## config.mk

```make
export PLATFORM = sky130hd
export DESIGN_NAME = serial_frame_receiver_core
export DESIGN_NICKNAME = d
export VERILOG_FILES = /design/src/design/sfr_pkg.sv /design/src/design/sfr_ram.sv /design/src/design/sfr_frame.sv /design/src/design/serial_frame_receiver_core.sv
export SDC_FILE = /design/constraint.sdc
export NUM_CORES = 1
export LEC_CHECK = 0
export BUFFER_PORTS_ARGS = -buffer_cell sky130_fd_sc_hd__buf_2
export CAP_MARGIN = 10
export CORE_ASPECT_RATIO = 0.9
export CORE_MARGIN = 2
export CORE_UTILIZATION = 45
export DETAILED_ROUTE_END_ITERATION = 8
export PLACE_DENSITY = 0.64
export SLEW_MARGIN = 10
export SYNTH_ARGS = -nofsm -noshare
export SYNTH_HDL_FRONTEND = slang
export SYNTH_SLANG_ARGS = --single-unit
export TNS_END_PERCENT = 1
```

## constraint.sdc

```tcl
create_clock -name clock -period 4.5 [get_ports clock]
set_input_delay 0.9 -clock clock [delete_from_list [all_inputs] [get_ports clock]]
set_output_delay 0.9 -clock clock [all_outputs]
set_load 0.03 [all_outputs]
```

## src/design/sfr_pkg.sv

```systemverilog
// ---------------------------------------------------------------------------
// sfr_pkg
// Types, codes and sizes shared by the serial frame receiver.
// ---------------------------------------------------------------------------
package sfr_pkg;

   // Buffer size and derived widths
   localparam int BUFFER_LEN = 64;
   localparam int IDX_W      = $clog2(BUFFER_LEN);
   localparam int DEXP_W     = $clog2(BUFFER_LEN + 1);

   localparam logic [7:0] START_BYTE_RESET = 8'h7E;

   typedef logic [IDX_W-1:0]  sfr_idx_type;
   typedef logic [DEXP_W-1:0] sfr_dexp_type;

   // Request codes
   localparam logic [1:0] REQ_BYTE    = 2'd0;
   localparam logic [1:0] REQ_RELEASE = 2'd1;
   localparam logic [1:0] REQ_READ    = 2'd2;

   // Result status codes
   localparam logic [2:0] ST_HEADER   = 3'd0;
   localparam logic [2:0] ST_DATA     = 3'd1;
   localparam logic [2:0] ST_OK       = 3'd2;
   localparam logic [2:0] ST_BAD      = 3'd3;
   localparam logic [2:0] ST_STRAY    = 3'd4;
   localparam logic [2:0] ST_IGNORED  = 3'd5;
   localparam logic [2:0] ST_READ     = 3'd6;
   localparam logic [2:0] ST_RELEASED = 3'd7;

   typedef struct packed {
      logic [1:0] req_type;
      logic [7:0] rx_byte;
      logic [5:0] read_index;
   } sfr_req_type;

   typedef struct packed {
      logic [2:0]  status;
      logic        frame_ready;
      logic [15:0] command;
      logic [5:0]  data_count;
      logic [7:0]  read_data;
   } sfr_rsp_type;

   // Buffer write port
   typedef struct packed {
      logic        we;
      sfr_idx_type addr;
      logic [7:0]  data;
   } sfr_wr_type;

endpackage

```

## src/design/sfr_ram.sv

```systemverilog
// ---------------------------------------------------------------------------
// sfr_ram
// Generic single-write, single-read RAM with registered read data.
// ---------------------------------------------------------------------------
module sfr_ram #(
   parameter int WIDTH = 8,
   parameter int DEPTH = 64
) (
   input  logic                     clock,
   input  logic                     we,
   input  logic [$clog2(DEPTH)-1:0] waddr,
   input  logic [WIDTH-1:0]         wdata,
   input  logic                     re,
   input  logic [$clog2(DEPTH)-1:0] raddr,
   output logic [WIDTH-1:0]         rdata
);

   logic [WIDTH-1:0] mem [DEPTH];
   logic [WIDTH-1:0] rdata_ff;

   // Write and registered read
   always_ff @(posedge clock) begin
      if (we) begin
         mem[waddr] <= wdata;
      end
      if (re) begin
         rdata_ff <= mem[raddr];
      end
   end

   assign rdata = rdata_ff;

endmodule

```

## src/design/sfr_frame.sv

```systemverilog
// ---------------------------------------------------------------------------
// sfr_frame
// Frame parser state: header fields, checksum, buffer valid bits, hold flag.
// Computes the result of the item in the input register and commits the
// state update when that item advances.
// ---------------------------------------------------------------------------
module sfr_frame (
   input  logic                clock,
   input  logic                reset,
   input  logic                csr_we,
   input  logic [7:0]          csr_wdata,
   input  logic                fire,
   input  sfr_pkg::sfr_req_type item,
   input  logic [7:0]          rd_data,
   output sfr_pkg::sfr_rsp_type rsp,
   output sfr_pkg::sfr_wr_type  wr
);

   typedef enum logic [2:0] {
      PH_IDLE,
      PH_LEN_HI,
      PH_LEN_LO,
      PH_CMD_HI,
      PH_CMD_LO,
      PH_BODY
   } phase_type;

   phase_type                       phase_ff, phase_in;
   logic [7:0]                      start_ff;
   sfr_pkg::sfr_dexp_type           dexp_ff, dexp_in;
   logic                            hi_nz_ff, hi_nz_in;
   sfr_pkg::sfr_idx_type            wpos_ff, wpos_in;
   logic [15:0]                     cmd_ff, cmd_in;
   logic [7:0]                      sum_ff, sum_in;
   logic                            held_ff, held_in;
   logic [sfr_pkg::BUFFER_LEN-1:0]  written_ff, written_in;

   logic [7:0] b;
   logic [7:0] sum_add;
   logic [2:0] status;
   logic [7:0] rdata;

   assign b       = item.rx_byte;
   assign sum_add = sum_ff + b;

   // Next state and result for the item in the input register
   always_comb begin
      phase_in   = phase_ff;
      dexp_in    = dexp_ff;
      hi_nz_in   = hi_nz_ff;
      wpos_in    = wpos_ff;
      cmd_in     = cmd_ff;
      sum_in     = sum_ff;
      held_in    = held_ff;
      written_in = written_ff;
      status     = sfr_pkg::ST_IGNORED;
      rdata      = 8'h00;
      wr.we      = 1'b0;
      wr.addr    = wpos_ff;
      wr.data    = b;

      case (item.req_type)
         sfr_pkg::REQ_BYTE: begin
            if (held_ff) begin
               status = sfr_pkg::ST_IGNORED;
            end else if (b == start_ff) begin
               // restart the frame from any phase
               phase_in   = PH_LEN_HI;
               dexp_in    = '0;
               hi_nz_in   = 1'b0;
               wpos_in    = '0;
               cmd_in     = 16'h0000;
               sum_in     = 8'h00;
               written_in = '0;
               status     = sfr_pkg::ST_HEADER;
            end else begin
               unique case (phase_ff)
                  PH_LEN_HI: begin
                     hi_nz_in = (b != 8'h00);
                     sum_in   = sum_add;
                     phase_in = PH_LEN_LO;
                     status   = sfr_pkg::ST_HEADER;
                  end
                  PH_LEN_LO: begin
                     // cap the length at the buffer size
                     if (hi_nz_ff || (b >= 8'(sfr_pkg::BUFFER_LEN))) begin
                        dexp_in = sfr_pkg::sfr_dexp_type'(sfr_pkg::BUFFER_LEN);
                     end else begin
                        dexp_in = sfr_pkg::sfr_dexp_type'(b);
                     end
                     sum_in   = sum_add;
                     phase_in = PH_CMD_HI;
                     status   = sfr_pkg::ST_HEADER;
                  end
                  PH_CMD_HI: begin
                     cmd_in = {b, 8'h00};
                     sum_in = sum_add;
                     if (dexp_ff != '0) begin
                        dexp_in = dexp_ff - 1'b1;
                     end
                     phase_in = PH_CMD_LO;
                     status   = sfr_pkg::ST_HEADER;
                  end
                  PH_CMD_LO: begin
                     cmd_in = {cmd_ff[15:8], b};
                     sum_in = sum_add;
                     if (dexp_ff != '0) begin
                        dexp_in = dexp_ff - 1'b1;
                     end
                     wpos_in  = '0;
                     phase_in = PH_BODY;
                     status   = sfr_pkg::ST_HEADER;
                  end
                  PH_BODY: begin
                     if ({1'b0, wpos_ff} < dexp_ff) begin
                        // store a data byte
                        wr.we               = fire;
                        written_in[wpos_ff] = 1'b1;
                        sum_in              = sum_add;
                        wpos_in             = wpos_ff + 1'b1;
                        status              = sfr_pkg::ST_DATA;
                     end else if (~sum_ff == b) begin
                        held_in = 1'b1;
                        status  = sfr_pkg::ST_OK;
                     end else begin
                        // drop the frame on a checksum mismatch
                        phase_in   = PH_IDLE;
                        dexp_in    = '0;
                        hi_nz_in   = 1'b0;
                        wpos_in    = '0;
                        cmd_in     = 16'h0000;
                        sum_in     = 8'h00;
                        written_in = '0;
                        status     = sfr_pkg::ST_BAD;
                     end
                  end
                  default: begin
                     // stray byte outside a frame
                     phase_in   = PH_IDLE;
                     dexp_in    = '0;
                     hi_nz_in   = 1'b0;
                     wpos_in    = '0;
                     cmd_in     = 16'h0000;
                     sum_in     = 8'h00;
                     written_in = '0;
                     status     = sfr_pkg::ST_STRAY;
                  end
               endcase
            end
         end
         sfr_pkg::REQ_RELEASE: begin
            if (held_ff) begin
               phase_in   = PH_IDLE;
               dexp_in    = '0;
               hi_nz_in   = 1'b0;
               wpos_in    = '0;
               cmd_in     = 16'h0000;
               sum_in     = 8'h00;
               held_in    = 1'b0;
               written_in = '0;
               status     = sfr_pkg::ST_RELEASED;
            end
         end
         sfr_pkg::REQ_READ: begin
            status = sfr_pkg::ST_READ;
            if (written_ff[item.read_index]) begin
               rdata = rd_data;
            end
         end
         default: begin
            status = sfr_pkg::ST_IGNORED;
         end
      endcase
   end

   // Result fields show the state after the item
   always_comb begin
      rsp.status      = status;
      rsp.frame_ready = held_in;
      rsp.command     = cmd_in;
      rsp.data_count  = dexp_in[sfr_pkg::IDX_W-1:0];
      rsp.read_data   = rdata;
   end

   // Hold state, advance on fire
   always_ff @(posedge clock) begin
      if (reset) begin
         start_ff   <= sfr_pkg::START_BYTE_RESET;
         phase_ff   <= PH_IDLE;
         dexp_ff    <= '0;
         hi_nz_ff   <= 1'b0;
         wpos_ff    <= '0;
         cmd_ff     <= 16'h0000;
         sum_ff     <= 8'h00;
         held_ff    <= 1'b0;
         written_ff <= '0;
      end else begin
         if (csr_we) begin
            start_ff <= csr_wdata;
         end
         if (fire) begin
            phase_ff   <= phase_in;
            dexp_ff    <= dexp_in;
            hi_nz_ff   <= hi_nz_in;
            wpos_ff    <= wpos_in;
            cmd_ff     <= cmd_in;
            sum_ff     <= sum_in;
            held_ff    <= held_in;
            written_ff <= written_in;
         end
      end
   end

endmodule

```

## src/design/serial_frame_receiver_core.sv

```systemverilog
// Each item passes through the input register, then the result register.
// Throughput: one item per cycle while the result side is not stalled;
// the buffer RAM is read at accept time and written when the item leaves
// the input register.
// Reset: synchronous; clears control state and the buffer valid bits,
// start byte returns to 0x7E; buffer RAM contents are left as they are.
// ---------------------------------------------------------------------------
// serial_frame_receiver_core
// Length-prefixed serial frame receiver with checksum, frame hold and
// indexed buffer read-back.
// ---------------------------------------------------------------------------
module serial_frame_receiver_core (
   input  logic                 clock,
   input  logic                 reset,
   input  logic                 req_valid,
   output logic                 req_ready,
   input  sfr_pkg::sfr_req_type req_data,
   output logic                 rsp_valid,
   input  logic                 rsp_ready,
   output sfr_pkg::sfr_rsp_type rsp_data,
   input  logic                 csr_we,
   input  logic [7:0]           csr_wdata
);

   logic                  s1_valid_ff;
   sfr_pkg::sfr_req_type  s1_item_ff;
   logic                  rsp_valid_ff;
   sfr_pkg::sfr_rsp_type  rsp_data_ff;
   logic                  byp_valid_ff;
   sfr_pkg::sfr_idx_type  byp_addr_ff;
   logic [7:0]            byp_data_ff;

   logic                  s1_fire;
   logic                  req_fire;
   logic [7:0]            ram_rdata;
   logic [7:0]            rd_fwd;
   sfr_pkg::sfr_rsp_type  rsp_next;
   sfr_pkg::sfr_wr_type   wr;

   // Handshake
   assign s1_fire   = s1_valid_ff && (!rsp_valid_ff || rsp_ready);
   assign req_ready = !s1_valid_ff || s1_fire;
   assign req_fire  = req_valid && req_ready;

   // Buffer storage, read as the item is accepted
   sfr_ram #(
      .WIDTH(8),
      .DEPTH(sfr_pkg::BUFFER_LEN)
   ) u_sfr_ram (
      .clock(clock),
      .we   (wr.we),
      .waddr(wr.addr),
      .wdata(wr.data),
      .re   (req_fire),
      .raddr(req_data.read_index),
      .rdata(ram_rdata)
   );

   // Forward a write that lands on the same edge as the read
   assign rd_fwd = (byp_valid_ff && (byp_addr_ff == s1_item_ff.read_index)) ?
                   byp_data_ff : ram_rdata;

   sfr_frame u_sfr_frame (
      .clock    (clock),
      .reset    (reset),
      .csr_we   (csr_we),
      .csr_wdata(csr_wdata),
      .fire     (s1_fire),
      .item     (s1_item_ff),
      .rd_data  (rd_fwd),
      .rsp      (rsp_next),
      .wr       (wr)
   );

   // Input register, result register and write bypass
   always_ff @(posedge clock) begin
      if (reset) begin
         s1_valid_ff  <= 1'b0;
         rsp_valid_ff <= 1'b0;
         byp_valid_ff <= 1'b0;
      end else begin
         if (req_fire) begin
            s1_valid_ff <= 1'b1;
         end else if (s1_fire) begin
            s1_valid_ff <= 1'b0;
         end
         if (s1_fire) begin
            rsp_valid_ff <= 1'b1;
            byp_valid_ff <= wr.we;
         end else if (rsp_ready) begin
            rsp_valid_ff <= 1'b0;
         end
      end
      if (req_fire) begin
         s1_item_ff <= req_data;
      end
      if (s1_fire) begin
         rsp_data_ff <= rsp_next;
         byp_addr_ff <= wr.addr;
         byp_data_ff <= wr.data;
      end
   end

   assign rsp_valid = rsp_valid_ff;
   assign rsp_data  = rsp_data_ff;

endmodule

```

* After elaboration in Yosys (flattened, before gate mapping)
Memory sizes are Yosys's and may differ from the RTL's. A register that Yosys moved wholly into a read port is not among the register bits.
Index checks and enable logic that the tools add are counted.
** Operators by class
- $lt $le $gt $ge :: 5
- Eq/ne operators :: 20
- Mux-type cells :: 80
- Shift operators :: 0
- Reduce and logical (&&, ||, !) cells :: 27
- Bitwise gates (word level) :: 2
- Divide/modulo/power cells :: 0
- Multipliers :: 0
- Add/subtract/negate cells :: 3
** Operators with widths (count)
- 64-bit 2-to-1 mux :: 5
- 64-bit case mux with 2 select lines :: 2
- 16-bit 2-to-1 mux :: 5
- 64-bit bitwise OR :: 1
- 16-bit case mux with 4 select lines :: 1
- 7-bit 2-to-1 mux :: 7
- 8-bit 2-to-1 mux :: 6
- 16-bit case mux with 2 select lines :: 1
- 8-bit case mux with 2 select lines :: 2
- 6-bit 2-to-1 mux :: 5
- 7-bit case mux with 4 select lines :: 1
- 1-bit 2-to-1 mux :: 24
- 3-bit 2-to-1 mux :: 8
- 6-bit case mux with 2 select lines :: 2
- 6-bit AND reduction :: 3
- 8-bit == test :: 2
- 3-bit case mux with 5 select lines :: 1
- 6-bit by 7-bit less-than comparator with 1-bit output (second input constant) :: 2
- 7-bit case mux with 2 select lines :: 1
- 3-bit by 2-bit inequality test with 1-bit output (second input constant) :: 4
- 3-bit case mux with 2 select lines :: 2
- 3-bit case mux with 3 select lines :: 1
- 8-bit adder :: 1
- 8-bit by 7-bit >= comparator with 1-bit output (second input constant) :: 1
- other kinds (35) :: 49
** Word-level totals
- Memories kept :: 1
- ROM bits :: 0
- Bits in writable memories :: 512
- Latch bits :: 0
- Output and inout bits :: 36
- Input port bits :: 29
- Register bits after elaboration :: 181
- Logic and storage cells :: 161
** Memory list
- u_sfr_ram.mem :: depth 64, bits a word 8, rd ports 1, clocked after Yosys merged registers in 1, wr ports 1, RTL line sfr_ram.sv:18 : logic [WIDTH-1:0] mem [DEPTH];

* Logic depth before layout (Yosys ltp)
- Word-level depth :: 10
- Depth in mapped cells :: 12

* By module
From an unflattened synthesis, not the netlist that was laid out.
** Second synthesis, totals
- Cells, all modules :: 1848
- Area total of the unflattened synthesis :: 29082.9 sq um
** By module, submodules not included
- sfr_ram :: area each 20270.7 sq um, instances 1, cells each 972
- sfr_frame :: area each 6607.6 sq um, instances 1, cells each 783
- serial_frame_receiver_core :: area each 2204.6 sq um, instances 1, cells each 93

* Least setup slack after synthesis
OpenSTA, ideal clock, no wires.
- Path type :: register to register
- Start :: register s1_item_ff[6] (netlist name)
- End :: memory u_sfr_ram.mem[15][0], enable pin
- Path slack :: 0.629 ns
- Period minus slack after synthesis :: 3.871 ns
- Library setup time :: 0.395 ns
- Cell stages (with the launch flop) :: 8
- Data arrival time :: 3.476 ns
- Data required time :: 4.105 ns
- Cell sequence :: edfxtp_1 -> clkbuf_2 -> xor2_1 -> nor4_4 -> a211o_1 -> or4_1 -> buf_2 -> nor4_1
** On the way
- Cells in the longest elaborated chain, start to end :: 6
** Ends and longest elaborated chain
- start: declaration :: RTL line serial_frame_receiver_core.sv:26 : sfr_pkg::sfr_req_type s1_item_ff;
- start signal: assignment :: RTL line serial_frame_receiver_core.sv:95 : s1_item_ff <= req_data;
- 8-bit == test :: RTL line sfr_frame.sv:66 : end else if (b == start_ff) begin
- 1-bit 2-to-1 mux :: RTL line sfr_frame.sv:66
- 1-bit 2-to-1 mux :: RTL line sfr_frame.sv:64 : if (held_ff) begin
- 1-bit 2-to-1 mux :: RTL line sfr_frame.sv:62 : case (item.req_type)
- 1-bit 2-to-1 mux :: RTL line sfr_ram.sv:23 : if (we) begin
- 1-bit 2-to-1 mux (implied by the code) :: RTL line sfr_ram.sv:24 : mem[waddr] <= wdata;
- end: declaration :: RTL line sfr_ram.sv:18
Every way passes these cells.

* Worst setup path after layout
- Start :: register u_sfr_frame.wpos_ff[4]
- End :: memory u_sfr_ram.mem[25][1], enable pin
** On the way
- Cells in the longest elaborated chain, start to end :: 8
** Ends and longest elaborated chain
- start: declaration :: RTL line sfr_frame.sv:32 : sfr_pkg::sfr_idx_type wpos_ff, wpos_in;
- start signal: assignment :: RTL line sfr_frame.sv:205 : wpos_ff <= wpos_in;
- 6-bit by 7-bit less-than comparator with 1-bit output :: RTL line sfr_frame.sv:115 : if ({1'b0, wpos_ff} < dexp_ff) begin
- 1-bit 2-to-1 mux :: RTL line sfr_frame.sv:115
- 1-bit 2-to-1 mux :: RTL line sfr_frame.sv:77 : unique case (phase_ff)
- 1-bit 2-to-1 mux :: RTL line sfr_frame.sv:66
- 1-bit 2-to-1 mux :: RTL line sfr_frame.sv:64
- 1-bit 2-to-1 mux :: RTL line sfr_frame.sv:62
- 1-bit 2-to-1 mux :: RTL line sfr_ram.sv:23
- 1-bit 2-to-1 mux (implied by the code) :: RTL line sfr_ram.sv:24
Several ways; a longest one is shown, not always the timed one.

==> results.md <==
* Status: finished clean
* Kind of start point of the critical path: flop
* Buf+Inv Stages, Crit Path at 0
* Post-DP HPWL at 45,570 um
* Root buf cell: clkbuf_16
* Highest Clock Rate at between 200 and 300 MHz
* Post-synthesis cell type count at 85
* DRT Pass-1 Iters at 6
* Standard-cell rows at 88
* PD cells at 407.4 nW/um^2
* M2 GR Usage at 0.3432
* Postcts setup bufs at 0
* Share of cells above drive strength 1 at 0.2432
* GR Layer Usage met1 at 0.3187
* Worst Hold Class: flop to flop
* Initial core utilization at 0.4558
* Mean Syn Cell Area at 16.75 um^2
* Initial antenna violation count at 0
* Worst relative slew slack at 0.2471
* Kind of critical path: flop to flop
* Seq/Total Area, Yosys at 0.6795
* Final net count at approximately 1,900
* RePlAce Congestion at 0.8349
* Worst R2R Start: u_sfr_frame.wpos_ff[4]$_SDFFE_PP0P_
* Max cap viols at 0
* Worst-Margin Slew at 1.121 ns
* IO Count at between 60 and 70
* Vias per std cell at 6.026
* H-tree depth at 3
* Clock Sinks at approximately 700
* CTS Hold Bufs at 0
* FF+latch area at just under 20,000 um^2
* Post-route antenna net violation count at 0
* Worst Setup End Kind: flop
* Overflow after GRT at 0
* Syn_nets at between 1,500 and 2,000
* Leak at 10.43 nW
* Overall Power at ~14 mW
* Die area at roughly 67,000 um^2
* Largest net degree at the start of global routing at 79
* Seq cells post-synth at between 700 and 800
* Met3 Use GR at 0.03496
* Worst skew pair latency at roughly 0.61 ns
* Min Tclk post-route at a little under 4 ns
* Critical Path, Cell by Cell: ha_1, a211oi_1, o32ai_4, nor4_1, nand2_1, nor2_1
* Reg clk slew, reported paths at around 0.060 ns
* Chip Height at ~250 um
* First-pass GRT wire length at approximately 110,000 um
* Min-delay src: u_sfr_frame.written_ff[5]$_SDFFE_PP0P_
* Post-synthesis cell count at about 1,700
* CTS resizes at 0
* Max VDD drop at about 0.00029 V
* Setup Skew at between 0.02 and 0.03 ns
* Final WL at just over 70,000 um
* Worst Path Required at approximately 4.7 ns
* Post-route DRC at 0
* CTS Buf Count at slightly below 70
* Post-synth EDFFs at roughly 600
* Fillers at 5,208
* Multi-input logic area at 8651 um^2
* Initial detailed-routing violation count at between 2,000 and 2,500
* Fin crit share at 0.8802
* GRT Util Overall at 0.2178
* Synth-to-layout area growth at 13.30%
* Ant diodes at 0
* Most frequent cells in the layout: edfxtp_1, mux4_2, dfxtp_1, nor2_1, inv_1
* RSZ-0062 raised after global routing: false
* Post-Syn Area at 29,260 um^2
* Via Count at roughly 17,000
* CP Max Fanout at 14
* Pins Over Slew Limit at 0
* Clk buf depth at 3
* Busiest grt layer: met2
* Worst setup path startpoint: u_sfr_frame.wpos_ff[4]$_SDFFE_PP0P_
* CTS tree: done
* Slowest stage delay, CP at a little under 0.8 ns
* Ys async rst share at 0
* Crit path arrival time at roughly 4.2 ns
* Main synth FF type: edfxtp_1
* Vias in the first global route at 16,390
* Final setup TNS at 0 ns
* Final setup fails at 0
* Top delay family on crit path: simple AND/OR/NAND/NOR gates
* Slowest stage cell, crit path: nor2_1
* Die Span X at roughly 270 um
* Util after Layout at 0.5164
* I/O Buffers at 64
* Ys Warns at 0
* Final Hold Vio Count at 0
* WL/cell at ~26 um
* Core footprint at 64,190 um^2
* Most common cell after layout, fill and taps aside: edfxtp_1
==> where the power goes <==
group	switching, mW	internal, mW
Clock	2.43	3.34
Combinational	0.398	0.230
Sequential	0.0414	7.07
==> Yosys cell counts, drive strengths merged (23+ instances only) <==
library cell,n,share of area
inv,87,0.011
nor3,26,0.0069
dfxtp,117,0.080
nand2,43,0.0056
nand2b,23,0.0049
edfxtp,584,0.60
a211oi,69,0.018
clkbuf,55,0.0071
a21oi,31,0.0054
mux4,176,0.14
o21ai,82,0.014
buf,45,0.0079
nor2,116,0.015
==> logic make-up (layout without fill, tap and decap cells) <==
group / count (synthesis) / in the layout / share of synthesized area
multiplexers: 197 / 197 / 0.1428
AO/OA/AOI/OAI: 323 / 323 / 0.08177
buffers and inverters: 187 / 356 / 0.02617
AND/OR/NAND/NOR: 297 / 297 / 0.05367
adder cells (fa/ha/maj): 20 / 20 / 0.008810
flip-flops: 701 / 701 / 0.6795
XOR/XNOR: 22 / 22 / 0.007228
==> per-layer routing <==
metal  part of all wire  vias to the layer above
li1                   -                     7238
met1               0.43                     8604
met2               0.48                      761
met3              0.071                       96
met4              0.019                        0
met5                  0                        -
==> final timing paths <==
| kind | to | slack [ns] | cells past startpoint |
|---|---|---|---|
| min | u_sfr_frame.written_ff[5]$_SDFFE_PP0P_ | 0.46 | 2 |
| min reg2reg | u_sfr_frame.written_ff[5]$_SDFFE_PP0P_ | 0.46 | 2 |
| max | u_sfr_ram.mem[25][1]$_DFFE_PP_ | 0.54 | 6 |
| max reg2reg | u_sfr_ram.mem[25][1]$_DFFE_PP_ | 0.54 | 6 |
==> worst register-to-register path, delay by kind of cell, from the launching register on <==
family          cells  cell delay, ns
simple gates        3            1.94
fa+ha+maj           1            0.33
compound gates      2            0.71
flops               1            0.62
==> state kept, by name (all words and copies together) (netlist names) <==
signal / count
u_sfr_frame.hi_nz_ff: 1
byp_valid_ff: 1
u_sfr_frame.cmd_ff: 16
s1_item_ff: 16
u_sfr_frame.written_ff: 64
s1_valid_ff: 1
u_sfr_ram.rdata: 8
u_sfr_frame.dexp_ff: 7
byp_addr_ff: 6
rsp_valid: 1
u_sfr_frame.wpos_ff: 6
u_sfr_frame.sum_ff: 8
rsp_data: 34
u_sfr_frame.held_ff: 1
u_sfr_frame.start_ff: 8
u_sfr_frame.phase_ff: 3
byp_data_ff: 8
u_sfr_ram.mem: 512
==> area by class of cell <==
class / count / area share
Clock buffer: 92 / 0.05844
Inverter: 87 / 0.009852
Multi-Input combinational cell: 859 / 0.2610
Sequential cell: 701 / 0.5998
Timing Repair Buffer: 142 / 0.02880
Tap cell: 855 / 0.03228
Clock inverter: 35 / 0.009890
==> per-stage QoR <==
step	area [um^2]	setup WS, ns	std cells	hold WS, ns
3_5_place_dp	30880	0.6306	2644	0.4440
5_1_grt	33150	0.3242	2771	0.4321
3_3_place_gp	30880	0.7479	2644	0.4393
2_1_floorplan	29260	0.6290	1747	0.4306
4_1_cts	33150	0.5890	2771	0.4297
6_report	33150	0.5391	2771	0.4551
Power figures use the tool's default switching activity.
